### src/sv/bcq_pkg.sv
`default_nettype none

package bcq_pkg;

	// Sample format and channel limits
	localparam int SAMPLE_BITS  = 24;
	localparam int MAX_CHANNELS = 8;
	localparam int CHAN_W       = 3;

	// Configuration register widths
	localparam int STEP_W    = 17;
	localparam int COUNT_W   = 4;
	localparam int MULT_W    = 44;
	localparam int RECIP_W   = 40;
	localparam int CFG_W     = 44;
	localparam int CFG_IDX_W = 2;

	// Phase accumulator, unsigned Q1.16
	localparam int PHASE_W = 17;
	localparam logic [PHASE_W-1:0] PHASE_ONE = 17'h10000;
	localparam logic [PHASE_W-1:0] PHASE_MAX = 17'h1FFFF;

	// Quantizer arithmetic
	localparam int K1          = SAMPLE_BITS + 15;  // shift after level_mult
	localparam int K2          = 41 - SAMPLE_BITS;  // shift after level_recip
	localparam int MAG_W       = SAMPLE_BITS;       // |x| up to 2^(SAMPLE_BITS-1)
	localparam int Q_W         = 29;                // integer level magnitude
	localparam int MUL_A_W     = (MAG_W > Q_W) ? MAG_W : Q_W;
	localparam int MUL_B_W     = 22;
	localparam int PROD_W      = MUL_A_W + MUL_B_W;
	localparam int ACC_W       = (SAMPLE_BITS + 45 > 70) ? SAMPLE_BITS + 45 : 70;
	localparam int MULT_SPLIT  = 22;
	localparam int RECIP_SPLIT = 20;

	// Queue between front and back
	localparam int QUEUE_DEPTH = 2;
	localparam int QPTR_W      = 1;
	localparam int QCNT_W      = 2;

	typedef enum logic [CFG_IDX_W-1:0] {
		REG_DOWNSAMPLE_STEP = 2'd0,
		REG_CHANNEL_COUNT   = 2'd1,
		REG_LEVEL_MULT      = 2'd2,
		REG_LEVEL_RECIP     = 2'd3
	} reg_idx_t;

	typedef enum logic [1:0] {
		OP_FLUSH   = 2'd0,
		OP_HOLD    = 2'd1,
		OP_CAPTURE = 2'd2
	} op_kind_t;

	typedef struct packed {
		op_kind_t                      kind;
		logic [CHAN_W-1:0]             chan;
		logic signed [SAMPLE_BITS-1:0] sample;
	} op_t;

	typedef struct packed {
		logic full;
		logic empty;
	} q_status_t;

endpackage

`default_nettype wire

### src/sv/bcq_queue.sv
`default_nettype none

module bcq_queue import bcq_pkg::*; (
	input  wire logic      clk,
	input  wire logic      arst_n,
	input  wire logic      push,
	input  wire op_t       push_op,
	input  wire logic      pop,
	output op_t            head_op,
	output q_status_t      status
);

	op_t               mem_q [QUEUE_DEPTH];
	logic [QPTR_W-1:0] wr_ptr_q;
	logic [QPTR_W-1:0] rd_ptr_q;
	logic [QCNT_W-1:0] count_q;

	assign status.full  = (count_q == QCNT_W'(QUEUE_DEPTH));
	assign status.empty = (count_q == '0);
	assign head_op      = mem_q[rd_ptr_q];

	// entry storage
	always_ff @(posedge clk) begin
		if (push) begin
			mem_q[wr_ptr_q] <= push_op;
		end
	end

	// pointers and fill count
	always_ff @(posedge clk or negedge arst_n) begin
		if (!arst_n) begin
			wr_ptr_q <= '0;
			rd_ptr_q <= '0;
			count_q  <= '0;
		end else begin
			if (push) begin
				wr_ptr_q <= (wr_ptr_q == QPTR_W'(QUEUE_DEPTH - 1)) ? '0 : wr_ptr_q + 1'b1;
			end
			if (pop) begin
				rd_ptr_q <= (rd_ptr_q == QPTR_W'(QUEUE_DEPTH - 1)) ? '0 : rd_ptr_q + 1'b1;
			end
			priority if (push && !pop) begin
				count_q <= count_q + 1'b1;
			end else if (pop && !push) begin
				count_q <= count_q - 1'b1;
			end
		end
	end

	a_no_overfill: assert property (@(posedge clk) disable iff (!arst_n)
		count_q <= QCNT_W'(QUEUE_DEPTH))
		else $error("queue fill count above depth");

	a_no_pop_empty: assert property (@(posedge clk) disable iff (!arst_n)
		pop |-> count_q != '0)
		else $error("pop from empty queue");

endmodule

`default_nettype wire

### src/sv/bcq_front.sv
`default_nettype none

module bcq_front import bcq_pkg::*; (
	input  wire logic                          clk,
	input  wire logic                          arst_n,
	input  wire logic                          in_valid,
	output logic                               in_stall,
	input  wire logic                          cmd,
	input  wire logic signed [SAMPLE_BITS-1:0] sample_in,
	input  wire logic [STEP_W-1:0]             downsample_step,
	input  wire logic [COUNT_W-1:0]            channel_count,
	input  wire q_status_t                     q_status,
	output logic                               push,
	output op_t                                push_op
);

	logic [PHASE_W-1:0] phase_q;
	logic [CHAN_W-1:0]  pos_q;
	logic               capture_q;

	logic [COUNT_W-1:0] n_eff;
	logic [CHAN_W-1:0]  pos_eff;
	logic               frame_start;
	logic [PHASE_W:0]   phase_sum;
	logic [PHASE_W-1:0] phase_mid;
	logic               capture;
	logic               last_chan;
	logic [PHASE_W-1:0] phase_next;
	logic [CHAN_W-1:0]  pos_next;

	assign in_stall = q_status.full;
	assign push     = in_valid && !q_status.full;

	// channel count clamp and frame position
	always_comb begin
		if (channel_count == '0) begin
			n_eff = COUNT_W'(1);
		end else if (channel_count > COUNT_W'(MAX_CHANNELS)) begin
			n_eff = COUNT_W'(MAX_CHANNELS);
		end else begin
			n_eff = channel_count;
		end
		pos_eff     = ({1'b0, pos_q} >= n_eff) ? '0 : pos_q;
		frame_start = (pos_eff == '0);
		last_chan   = (({1'b0, pos_eff} + 1'b1) >= n_eff);
	end

	// phase step at frame start, saturating
	always_comb begin
		phase_sum = {1'b0, phase_q} + {1'b0, downsample_step};
		if (frame_start) begin
			phase_mid = (phase_sum > {1'b0, PHASE_MAX}) ? PHASE_MAX : phase_sum[PHASE_W-1:0];
			capture   = (phase_mid >= PHASE_ONE);
		end else begin
			phase_mid = phase_q;
			capture   = capture_q;
		end
		phase_next = (last_chan && capture) ? phase_mid - PHASE_ONE : phase_mid;
		pos_next   = last_chan ? '0 : pos_eff + 1'b1;
	end

	// classify the item for the back end
	always_comb begin
		push_op.chan   = pos_eff;
		push_op.sample = sample_in;
		if (cmd) begin
			push_op.kind = OP_FLUSH;
		end else if (capture) begin
			push_op.kind = OP_CAPTURE;
		end else begin
			push_op.kind = OP_HOLD;
		end
	end

	// frame state, kept across flushes
	always_ff @(posedge clk or negedge arst_n) begin
		if (!arst_n) begin
			phase_q   <= '0;
			pos_q     <= '0;
			capture_q <= 1'b0;
		end else if (push && !cmd) begin
			phase_q   <= phase_next;
			pos_q     <= pos_next;
			capture_q <= capture;
		end
	end

	a_capture_at_full_phase: assert property (@(posedge clk) disable iff (!arst_n)
		(push && !cmd && frame_start && capture) |=> capture_q)
		else $error("capture flag lost at frame start");

endmodule

`default_nettype wire

### src/sv/bcq_back.sv
`default_nettype none

module bcq_back import bcq_pkg::*; (
	input  wire logic                    clk,
	input  wire logic                    arst_n,
	input  wire logic [MULT_W-1:0]       level_mult,
	input  wire logic [RECIP_W-1:0]      level_recip,
	input  wire q_status_t               q_status,
	input  wire op_t                     head_op,
	output logic                         pop,
	output logic                         out_valid,
	input  wire logic                    out_stall,
	output logic signed [SAMPLE_BITS-1:0] sample_out,
	output logic [CHAN_W-1:0]            channel_index
);

	typedef enum logic [6:0] {
		ST_IDLE = 7'b0000001,
		ST_M0   = 7'b0000010,
		ST_M1   = 7'b0000100,
		ST_M2   = 7'b0001000,
		ST_R0   = 7'b0010000,
		ST_R1   = 7'b0100000,
		ST_R2   = 7'b1000000
	} state_t;

	localparam logic [ACC_W-1:0] HALF1 = ACC_W'(1) << (K1 - 1);
	localparam logic [ACC_W-1:0] HALF2 = ACC_W'(1) << (K2 - 1);
	localparam logic [ACC_W-1:0] SMAX  = ACC_W'((64'd1 << (SAMPLE_BITS - 1)) - 64'd1);
	localparam logic [ACC_W-1:0] SMIN_MAG = ACC_W'(64'd1 << (SAMPLE_BITS - 1));

	state_t                        state_q;
	logic [MAG_W-1:0]              mag_q;
	logic                          neg_q;
	logic [CHAN_W-1:0]             chan_q;
	logic [Q_W-1:0]                q_q;
	logic [ACC_W-1:0]              acc_q;
	logic [PROD_W-1:0]             prod_q;
	logic signed [SAMPLE_BITS-1:0] hold_q [MAX_CHANNELS];
	logic                          out_valid_q;
	logic signed [SAMPLE_BITS-1:0] sample_out_q;
	logic [CHAN_W-1:0]             chan_out_q;

	logic                          out_free;
	logic                          do_flush;
	logic                          load_hold;
	logic                          start_cap;
	logic                          finish;
	logic                          head_neg;
	logic [MAG_W-1:0]              head_mag;
	logic [MUL_A_W-1:0]            mul_a;
	logic [MUL_B_W-1:0]            mul_b;
	logic [ACC_W-1:0]              sum1;
	logic [ACC_W-1:0]              sum2;
	logic [ACC_W-1:0]              r_mag;
	logic [SAMPLE_BITS-1:0]        r_sat;
	logic signed [SAMPLE_BITS-1:0] y;
	logic [MAX_CHANNELS-1:0]       hold_nz;

	assign out_free      = !out_valid_q || !out_stall;
	assign out_valid     = out_valid_q;
	assign sample_out    = sample_out_q;
	assign channel_index = chan_out_q;

	// dispatch from the queue head
	always_comb begin
		pop       = 1'b0;
		do_flush  = 1'b0;
		load_hold = 1'b0;
		start_cap = 1'b0;
		if (state_q == ST_IDLE && !q_status.empty) begin
			unique case (head_op.kind)
				OP_FLUSH: begin
					pop      = 1'b1;
					do_flush = 1'b1;
				end
				OP_HOLD: begin
					pop       = out_free;
					load_hold = out_free;
				end
				OP_CAPTURE: begin
					pop       = 1'b1;
					start_cap = 1'b1;
				end
				default: begin
					pop = 1'b1;
				end
			endcase
		end
		finish = (state_q == ST_R2) && out_free;
	end

	// sign and magnitude of the incoming sample
	assign head_neg = head_op.sample[SAMPLE_BITS-1];
	assign head_mag = head_neg ? MAG_W'(-head_op.sample) : MAG_W'(head_op.sample);

	// shared multiplier operand select
	always_comb begin
		unique case (state_q)
			ST_M0: begin
				mul_a = MUL_A_W'(mag_q);
				mul_b = MUL_B_W'(level_mult[MULT_SPLIT-1:0]);
			end
			ST_M1: begin
				mul_a = MUL_A_W'(mag_q);
				mul_b = MUL_B_W'(level_mult[MULT_W-1:MULT_SPLIT]);
			end
			ST_R0: begin
				mul_a = MUL_A_W'(q_q);
				mul_b = MUL_B_W'(level_recip[RECIP_SPLIT-1:0]);
			end
			ST_R1: begin
				mul_a = MUL_A_W'(q_q);
				mul_b = MUL_B_W'(level_recip[RECIP_W-1:RECIP_SPLIT]);
			end
			default: begin
				mul_a = MUL_A_W'(mag_q);
				mul_b = MUL_B_W'(level_mult[MULT_SPLIT-1:0]);
			end
		endcase
	end

	// partial product combine, rounding shift and saturation
	always_comb begin
		sum1  = acc_q + (ACC_W'(prod_q) << MULT_SPLIT);
		sum2  = acc_q + (ACC_W'(prod_q) << RECIP_SPLIT);
		r_mag = sum2 >> K2;
		if (neg_q) begin
			r_sat = (r_mag > SMIN_MAG) ? SAMPLE_BITS'(SMIN_MAG) : SAMPLE_BITS'(r_mag);
		end else begin
			r_sat = (r_mag > SMAX) ? SAMPLE_BITS'(SMAX) : SAMPLE_BITS'(r_mag);
		end
		y = neg_q ? -$signed(r_sat) : $signed(r_sat);
	end

	// sequencer
	always_ff @(posedge clk or negedge arst_n) begin
		if (!arst_n) begin
			state_q <= ST_IDLE;
		end else begin
			unique case (state_q)
				ST_IDLE: state_q <= start_cap ? ST_M0 : ST_IDLE;
				ST_M0:   state_q <= ST_M1;
				ST_M1:   state_q <= ST_M2;
				ST_M2:   state_q <= ST_R0;
				ST_R0:   state_q <= ST_R1;
				ST_R1:   state_q <= ST_R2;
				ST_R2:   state_q <= out_free ? ST_IDLE : ST_R2;
				default: state_q <= ST_IDLE;
			endcase
		end
	end

	// datapath registers
	always_ff @(posedge clk) begin
		if (start_cap) begin
			mag_q  <= head_mag;
			neg_q  <= head_neg;
			chan_q <= head_op.chan;
		end
		if (state_q == ST_M0 || state_q == ST_M1 || state_q == ST_R0 || state_q == ST_R1) begin
			prod_q <= PROD_W'(mul_a * mul_b);
		end
		if (state_q == ST_M1) begin
			acc_q <= ACC_W'(prod_q) + HALF1 - ACC_W'(neg_q);
		end
		if (state_q == ST_R1) begin
			acc_q <= ACC_W'(prod_q) + HALF2 - ACC_W'(neg_q);
		end
		if (state_q == ST_M2) begin
			q_q <= Q_W'(sum1 >> K1);
		end
	end

	// hold registers
	always_ff @(posedge clk or negedge arst_n) begin
		if (!arst_n) begin
			for (int i = 0; i < MAX_CHANNELS; i++) begin
				hold_q[i] <= '0;
			end
		end else if (do_flush) begin
			for (int i = 0; i < MAX_CHANNELS; i++) begin
				hold_q[i] <= '0;
			end
		end else if (finish) begin
			hold_q[chan_q] <= y;
		end
	end

	// output register
	always_ff @(posedge clk or negedge arst_n) begin
		if (!arst_n) begin
			out_valid_q <= 1'b0;
		end else if (load_hold || finish) begin
			out_valid_q <= 1'b1;
		end else if (!out_stall) begin
			out_valid_q <= 1'b0;
		end
	end

	always_ff @(posedge clk) begin
		if (load_hold) begin
			sample_out_q <= hold_q[head_op.chan];
			chan_out_q   <= head_op.chan;
		end else if (finish) begin
			sample_out_q <= y;
			chan_out_q   <= chan_q;
		end
	end

	always_comb begin
		for (int i = 0; i < MAX_CHANNELS; i++) begin
			hold_nz[i] = (hold_q[i] != '0);
		end
	end

	a_flush_clears: assert property (@(posedge clk) disable iff (!arst_n)
		do_flush |=> (hold_nz == '0))
		else $error("hold registers not cleared by flush");

	a_wait_for_slot: assert property (@(posedge clk) disable iff (!arst_n)
		(state_q == ST_R2 && !out_free) |=> state_q == ST_R2)
		else $error("capture result left while output slot busy");

	a_finish_shows: assert property (@(posedge clk) disable iff (!arst_n)
		finish |=> (out_valid_q && state_q == ST_IDLE))
		else $error("capture result not presented");

endmodule

`default_nettype wire

### src/sv/bitcrusher_sample_hold_quantizer.sv
`default_nettype none
// Bitcrusher: sample-rate reduction by sample-and-hold plus bit-depth quantizer.
// Input channel: in_valid/in_stall with cmd and sample_in (signed Q1.23). cmd 0
// is an interleaved sample, the block tracks the channel position itself; cmd 1
// clears all hold registers and produces no output.
// Output channel: out_valid/out_stall with sample_out and channel_index, one
// result per sample transfer, in input order.
// Config: cfg_we/cfg_index/cfg_data, written only while the block is idle, a
// user's rule the block does not enforce. A held sample goes via the queue to the
// output register; a captured one also runs the six-step sequence through the
// shared 29x22 multiplier (two partial products per multiply). Throughput: one
// flush, or one held sample unless the output stalls, per cycle while the back is
// idle; a capture keeps the back busy until its sequence ends. A two-entry queue
// between the classifying front and the executing back lets input transfers
// continue while the back is busy. Reset clears frame position, phase, holds and
// the output register, and loads register defaults. While out_stall is high the
// result waits in the output register; the queue fills and then in_stall rises.

module bitcrusher_sample_hold_quantizer import bcq_pkg::*; (
	input  wire logic                          clk,
	input  wire logic                          arst_n,
	input  wire logic                          in_valid,
	output logic                               in_stall,
	input  wire logic                          cmd,
	input  wire logic signed [SAMPLE_BITS-1:0] sample_in,
	output logic                               out_valid,
	input  wire logic                          out_stall,
	output logic signed [SAMPLE_BITS-1:0]      sample_out,
	output logic [CHAN_W-1:0]                  channel_index,
	input  wire logic                          cfg_we,
	input  wire logic [CFG_IDX_W-1:0]          cfg_index,
	input  wire logic [CFG_W-1:0]              cfg_data
);

	logic [STEP_W-1:0]  step_q;
	logic [COUNT_W-1:0] count_q;
	logic [MULT_W-1:0]  mult_q;
	logic [RECIP_W-1:0] recip_q;

	logic      push;
	op_t       push_op;
	logic      pop;
	op_t       head_op;
	q_status_t q_status;

	// configuration registers
	always_ff @(posedge clk or negedge arst_n) begin
		if (!arst_n) begin
			step_q  <= STEP_W'(65536);
			count_q <= COUNT_W'(2);
			mult_q  <= '1;
			recip_q <= RECIP_W'(4096);
		end else if (cfg_we) begin
			unique case (reg_idx_t'(cfg_index))
				REG_DOWNSAMPLE_STEP: step_q  <= cfg_data[STEP_W-1:0];
				REG_CHANNEL_COUNT:   count_q <= cfg_data[COUNT_W-1:0];
				REG_LEVEL_MULT:      mult_q  <= cfg_data[MULT_W-1:0];
				REG_LEVEL_RECIP:     recip_q <= cfg_data[RECIP_W-1:0];
			endcase
		end
	end

	bcq_front u_front (
		.clk             (clk),
		.arst_n          (arst_n),
		.in_valid        (in_valid),
		.in_stall        (in_stall),
		.cmd             (cmd),
		.sample_in       (sample_in),
		.downsample_step (step_q),
		.channel_count   (count_q),
		.q_status        (q_status),
		.push            (push),
		.push_op         (push_op)
	);

	bcq_queue u_queue (
		.clk     (clk),
		.arst_n  (arst_n),
		.push    (push),
		.push_op (push_op),
		.pop     (pop),
		.head_op (head_op),
		.status  (q_status)
	);

	bcq_back u_back (
		.clk           (clk),
		.arst_n        (arst_n),
		.level_mult    (mult_q),
		.level_recip   (recip_q),
		.q_status      (q_status),
		.head_op       (head_op),
		.pop           (pop),
		.out_valid     (out_valid),
		.out_stall     (out_stall),
		.sample_out    (sample_out),
		.channel_index (channel_index)
	);

endmodule

`default_nettype wire

### config.mk
export PLATFORM = sky130hd
export DESIGN_NAME = bitcrusher_sample_hold_quantizer
export DESIGN_NICKNAME = d
export VERILOG_FILES = /design/src/sv/bcq_pkg.sv /design/src/sv/bcq_queue.sv /design/src/sv/bcq_front.sv /design/src/sv/bcq_back.sv /design/src/sv/bitcrusher_sample_hold_quantizer.sv
export SDC_FILE = /design/constraint.sdc
export NUM_CORES = 2
export LEC_CHECK = 0
export BUFFER_PORTS_ARGS = -buffer_cell sky130_fd_sc_hd__buf_2
export CAP_MARGIN = 20
export CORE_ASPECT_RATIO = 2
export CORE_MARGIN = 2
export CORE_UTILIZATION = 66
export CTS_BUF_LIST = sky130_fd_sc_hd__clkbuf_4 sky130_fd_sc_hd__clkbuf_8
export CTS_CLUSTER_SIZE = 28
export DETAILED_ROUTE_END_ITERATION = 10
export GPL_ROUTABILITY_DRIVEN = 0
export PLACE_DENSITY = 0.94
export SLEW_MARGIN = 15
export SYNTH_ARGS = -nofsm -noshare
export SYNTH_HDL_FRONTEND = slang
export SYNTH_SLANG_ARGS = --single-unit
### constraint.sdc
create_clock -name clk -period 13.33 [get_ports clk]
set_input_delay 2.666 -clock clk [delete_from_list [all_inputs] [get_ports clk]]
set_output_delay 2.666 -clock clk [all_outputs]
set_load 0.01 [all_outputs]
==> results.sh, run 1 <==
export IMPL_status="stopped before the end"
export IMPL_failing_step="global routing"
export IMPL_error="[ERROR GRT-0232] Routing congestion too high. Check the congestion heatmap in the GUI."
export IMPL_syn_area_mm2=0.05171
export IMPL_antenna_found_initial=39
export IMPL_yosys_warnings=0
export IMPL_synth_cell_types=105
export IMPL_die_y_um=399.9
export IMPL_synth_edff_count=246
export IMPL_clock_path_buffers=3
export IMPL_root_buffer="clkbuf_8"
export IMPL_cts_num_sinks=576
export IMPL_io_pins=105
export IMPL_overflow=6
export IMPL_synthTopCellsByCount="nand2_1 (756), inv_1 (608), fa_1 (539)"
export IMPL_synth_area_leaders="fa_1 (21%), edfxtp_1 (14%), dfrtp_1 (14%)"
export IMPL_cts_buffers=84
export IMPL_synth_most_common_cell="nand2_1"
export IMPL_htreeDepth=3
export IMPL_cts_resized=0
export IMPL_post_synth_top_area_cell="fa_1"
export IMPL_cts_hold_buf=0
export IMPL_row_count=145
export IMPL_ys_dominant_reg_cell="dfrtp_1"
export IMPL_synthCells=5491
export IMPL_port_buffers=104
export IMPL_dp_hpwl_um=125200
export IMPL_grt_max_degree=128
export IMPL_initial_core_util_pct=66.44
export IMPL_grt_usage_pct=56.75
export IMPL_synth_seq_cells=576
export IMPL_avgSynthCellArea_um2=9.417
export IMPL_yosysTopAreaCellShare_pct=20.87
export IMPL_seq_area_frac_synth_pct=30.37
export IMPL_synth_async_reset_ratio_pct=57.29
export IMPL_die_w_um=201.9
export IMPL_postCtsSetupRepairBufs=0
## metal layers
metal	GRT overflow	global-route usage, %
met5	0	22.09
met4	4	55.28
met1	0	53.88
met3	0	41.67
met2	2	75.50
## stage by stage
stage | cells | util, % | worst slack (ns) | hold WS, ns | area, µm²
after CTS | 6601 | 71.08 | 1.678 | 0.5038 | 55320
after detailed placement | 6443 | 68.55 | 1.908 | 0.4897 | 53350
after global placement | 6440 | 68.50 | 2.161 | 0.4807 | 53320
after floorplan | 5499 | - | 3.520 | 0.4603 | 51740
## logic make-up after synthesis
logic type      after synthesis  share of synthesized area [%]
other cells                   2                        0.01452
flops                       576                          30.37
simple gates               1903                          16.60
compound gates              909                          11.34
xor+xnor                    193                          3.269
fa+ha+maj                   829                          27.88
mux                         191                          4.014
buf+inv                     888                          6.502
==> run 2, diff against run 1 <==
--- a/config.mk
+++ b/config.mk
@@ -7,14 +7,11 @@
 export LEC_CHECK = 0
 export BUFFER_PORTS_ARGS = -buffer_cell sky130_fd_sc_hd__buf_2
 export CAP_MARGIN = 20
-export CORE_ASPECT_RATIO = 2
 export CORE_MARGIN = 2
-export CORE_UTILIZATION = 66
-export CTS_BUF_LIST = sky130_fd_sc_hd__clkbuf_4 sky130_fd_sc_hd__clkbuf_8
-export CTS_CLUSTER_SIZE = 28
+export CORE_UTILIZATION = 40
 export DETAILED_ROUTE_END_ITERATION = 10
 export GPL_ROUTABILITY_DRIVEN = 0
-export PLACE_DENSITY = 0.94
+export PLACE_DENSITY_LB_ADDON = 0.15
 export SLEW_MARGIN = 15
 export SYNTH_ARGS = -nofsm -noshare
 export SYNTH_HDL_FRONTEND = slang
==> results.sh, run 2 <==
export IMPL_fmax_mhz=84.12
export IMPL_synth_seq_cells=576
export IMPL_postCtsSetupRepairBufs=0
export IMPL_cts_resized=0
export IMPL_drc=0
export IMPL_path_class="reg2reg"
export IMPL_synth_async_reset_ratio_pct=57.29
export IMPL_design_area_mm2=0.05671
export IMPL_port_buffers=104
export IMPL_die_y_um=363.5
export IMPL_core_area_mm2=0.1278
export IMPL_io_pins=105
export IMPL_mostFrequentLayoutCells="nand2_1 (752), inv_1 (607), fa_1 (539)"
export IMPL_avgSynthCellArea_um2=9.417
export IMPL_drt_iter0_drc=3382
export IMPL_grt_max_degree=102
export IMPL_min_from="u_back.hold_q[89]"
export IMPL_timing_hold_ws_ns=0.4961
export IMPL_seq_area_frac_synth_pct=30.37
export IMPL_final_nets=6405
export IMPL_final_common_cell="nand2_1"
export IMPL_slew_headroom_pct=15.92
export IMPL_drv_slew=0
export IMPL_root_buffer="clkbuf_16"
export IMPL_syn_area_mm2=0.05171
export IMPL_max_cap_violations=0
export IMPL_overflow=0
export IMPL_worstSetupStartpointType="register"
export IMPL_cts_buffers=72
export IMPL_n_fill_cell=12500
export IMPL_holdPathEnd="u_back.hold_q[89]"
export IMPL_cp_end_kind="register"
export IMPL_r2r_slack_ns=1.44
export IMPL_cts_num_sinks=576
export IMPL_rsz0062_at_grt="false"
export IMPL_r2r_end="u_back.prod_q[43]"
export IMPL_wire_per_inst_um=22.25
export IMPL_reg2reg_depth=31
export IMPL_finClkSkew_ns=0.02528
export IMPL_vias_per_cell=5.615
export IMPL_instances_no_fill=7221
export IMPL_cts_tree="yes"
export IMPL_final_period_minus_worst_setup_slack_ns=11.89
export IMPL_synthTopCellsByCount="nand2_1 (756), inv_1 (608), fa_1 (539)"
export IMPL_drtAntennaViolNets=0
export IMPL_largest_register="u_back.hold_q"
export IMPL_antenna_found_initial=2
export IMPL_area_growth_pct=9.671
export IMPL_r2r_start="u_back.state_q[1]"
export IMPL_row_count=131
export IMPL_max_stage_delay_ns=1.04
export IMPL_clock_path_buffers=3
export IMPL_grt_usage_pct=24.55
export IMPL_die_area_mm2=0.1322
export IMPL_setup_viol=0
export IMPL_worstPathMaxFanout=38
export IMPL_dr_pass1_iters=8
export IMPL_largest_reg_flops=192
export IMPL_grt_pass1_wl_um=248100
export IMPL_holdPathStages=2
export IMPL_wl_um=160700
export IMPL_post_synth_top_area_cell="fa_1"
export IMPL_hold_viol=0
export IMPL_dpl_instance_area_mm2=0.05417
export IMPL_htreeDepth=3
export IMPL_synth_area_leaders="fa_1 (21%), edfxtp_1 (14%), dfrtp_1 (14%)"
export IMPL_synth_most_common_cell="nand2_1"
export IMPL_required_ns=13.72
export IMPL_die_w_um=363.5
export IMPL_ys_dominant_reg_cell="dfrtp_1"
export IMPL_arrival_ns=12.28
export IMPL_reg_top3="u_back.hold_q (192), u_queue.mem_q (58), u_back.acc_q (53)"
export IMPL_cts_hold_buf=0
export IMPL_clk_latency_ns=0.67
export IMPL_synth_cell_types=105
export IMPL_synthCells=5491
export IMPL_dp_hpwl_um=120600
export IMPL_final_setup_tns_ns=0
export IMPL_path_clk_slew_ns=0.06
export IMPL_finalCritPeriodShare_pct=89.18
export IMPL_yosysTopAreaCellShare_pct=20.87
export IMPL_dr_total_vias=40550
export IMPL_synth_edff_count=246
export IMPL_yosys_warnings=0
export IMPL_tightestPinTransition_ns=1.261
export IMPL_cp_slowest_cell="a222oi_1"
export IMPL_status="completed"
export IMPL_layout_drive_gt1_share_pct=10.49
export IMPL_cp_common_cell="fa_1"
export IMPL_initial_core_util_pct=40.45
export IMPL_dpl_cell_count=7084
export IMPL_first_global_vias=40350
export IMPL_min_path_type="reg2reg"
-- run 2: cell type report --
class / instances / area, µm² / area share [%]
multi-input combinational: 4035 / 32840 / 57.90
sequential: 576 / 15710 / 27.70
inverter: 609 / 2286 / 4.031
tap: 1662 / 2079 / 3.667
clock buffer: 95 / 2011 / 3.546
timing repair buffer: 206 / 1359 / 2.396
clock inverter: 36 / 426.7 / 0.7523
antenna: 2 / 5.005 / 0.008825
-- run 2: cells by family after synthesis --
kind of cell	share of synthesized area (%)
other	0.01452
AND/OR/NAND/NOR	16.60
flip-flops	30.37
adder cells (fa/ha/maj)	27.88
AO/OA/AOI/OAI	11.34
buffers and inverters	6.502
XOR/XNOR	3.269
multiplexers	4.014
-- run 2: stage by stage --
step / setup WS, ns / utilization, %
6_report: 1.442 / 44.36
2_1_floorplan: 3.520 / -
5_1_grt: 1.009 / 44.35
3_3_place_gp: 1.943 / 42.37
4_1_cts: 1.836 / 44.28
3_5_place_dp: 1.910 / 42.37
-- run 2: worst max-delay path by stage --
| stage | from | to | depth (start not counted) |
|---|---|---|---|
| finish | u_back.state_q[1] | u_back.prod_q[43] | 31 |
| CTS | u_back.state_q[1] | u_back.prod_q[43] | 31 |
| global route | u_back.state_q[1] | u_back.prod_q[49] | 31 |
| floorplan | u_back.state_q[1] | u_back.prod_q[49] | 34 |
| global placement | u_back.state_q[1] | u_back.prod_q[43] | 31 |
| detailed placement | u_back.state_q[1] | u_back.prod_q[49] | 31 |
-- run 2: routing by layer --
| metal | wire, µm | part of all wire (%) | GRT usage, % |
|---|---|---|---|
| met1 | 71350 | 44 | 34.18 |
| met2 | 74110 | 46 | 39.09 |
| met3 | 10070 | 6.3 | 4.065 |
| met4 | 5158 | 3.2 | 7.737 |
| met5 | 11 | 0.0068 | 0 |
-- run 2: critical path, delay by kind of cell (launching register included) --
family	cells	cell delay [ns]
adders and majority gates	8	3.33
buffers and inverters	3	0.14
AOI/OAI and AO/OA	11	4.34
DFF	1	0.42
and+or+nand+nor	8	3.11
muxes	1	0.21
Power of run 2 is not shown: default switching activity piles up to over one toggle a cycle in this logic, so the estimate is an artifact.
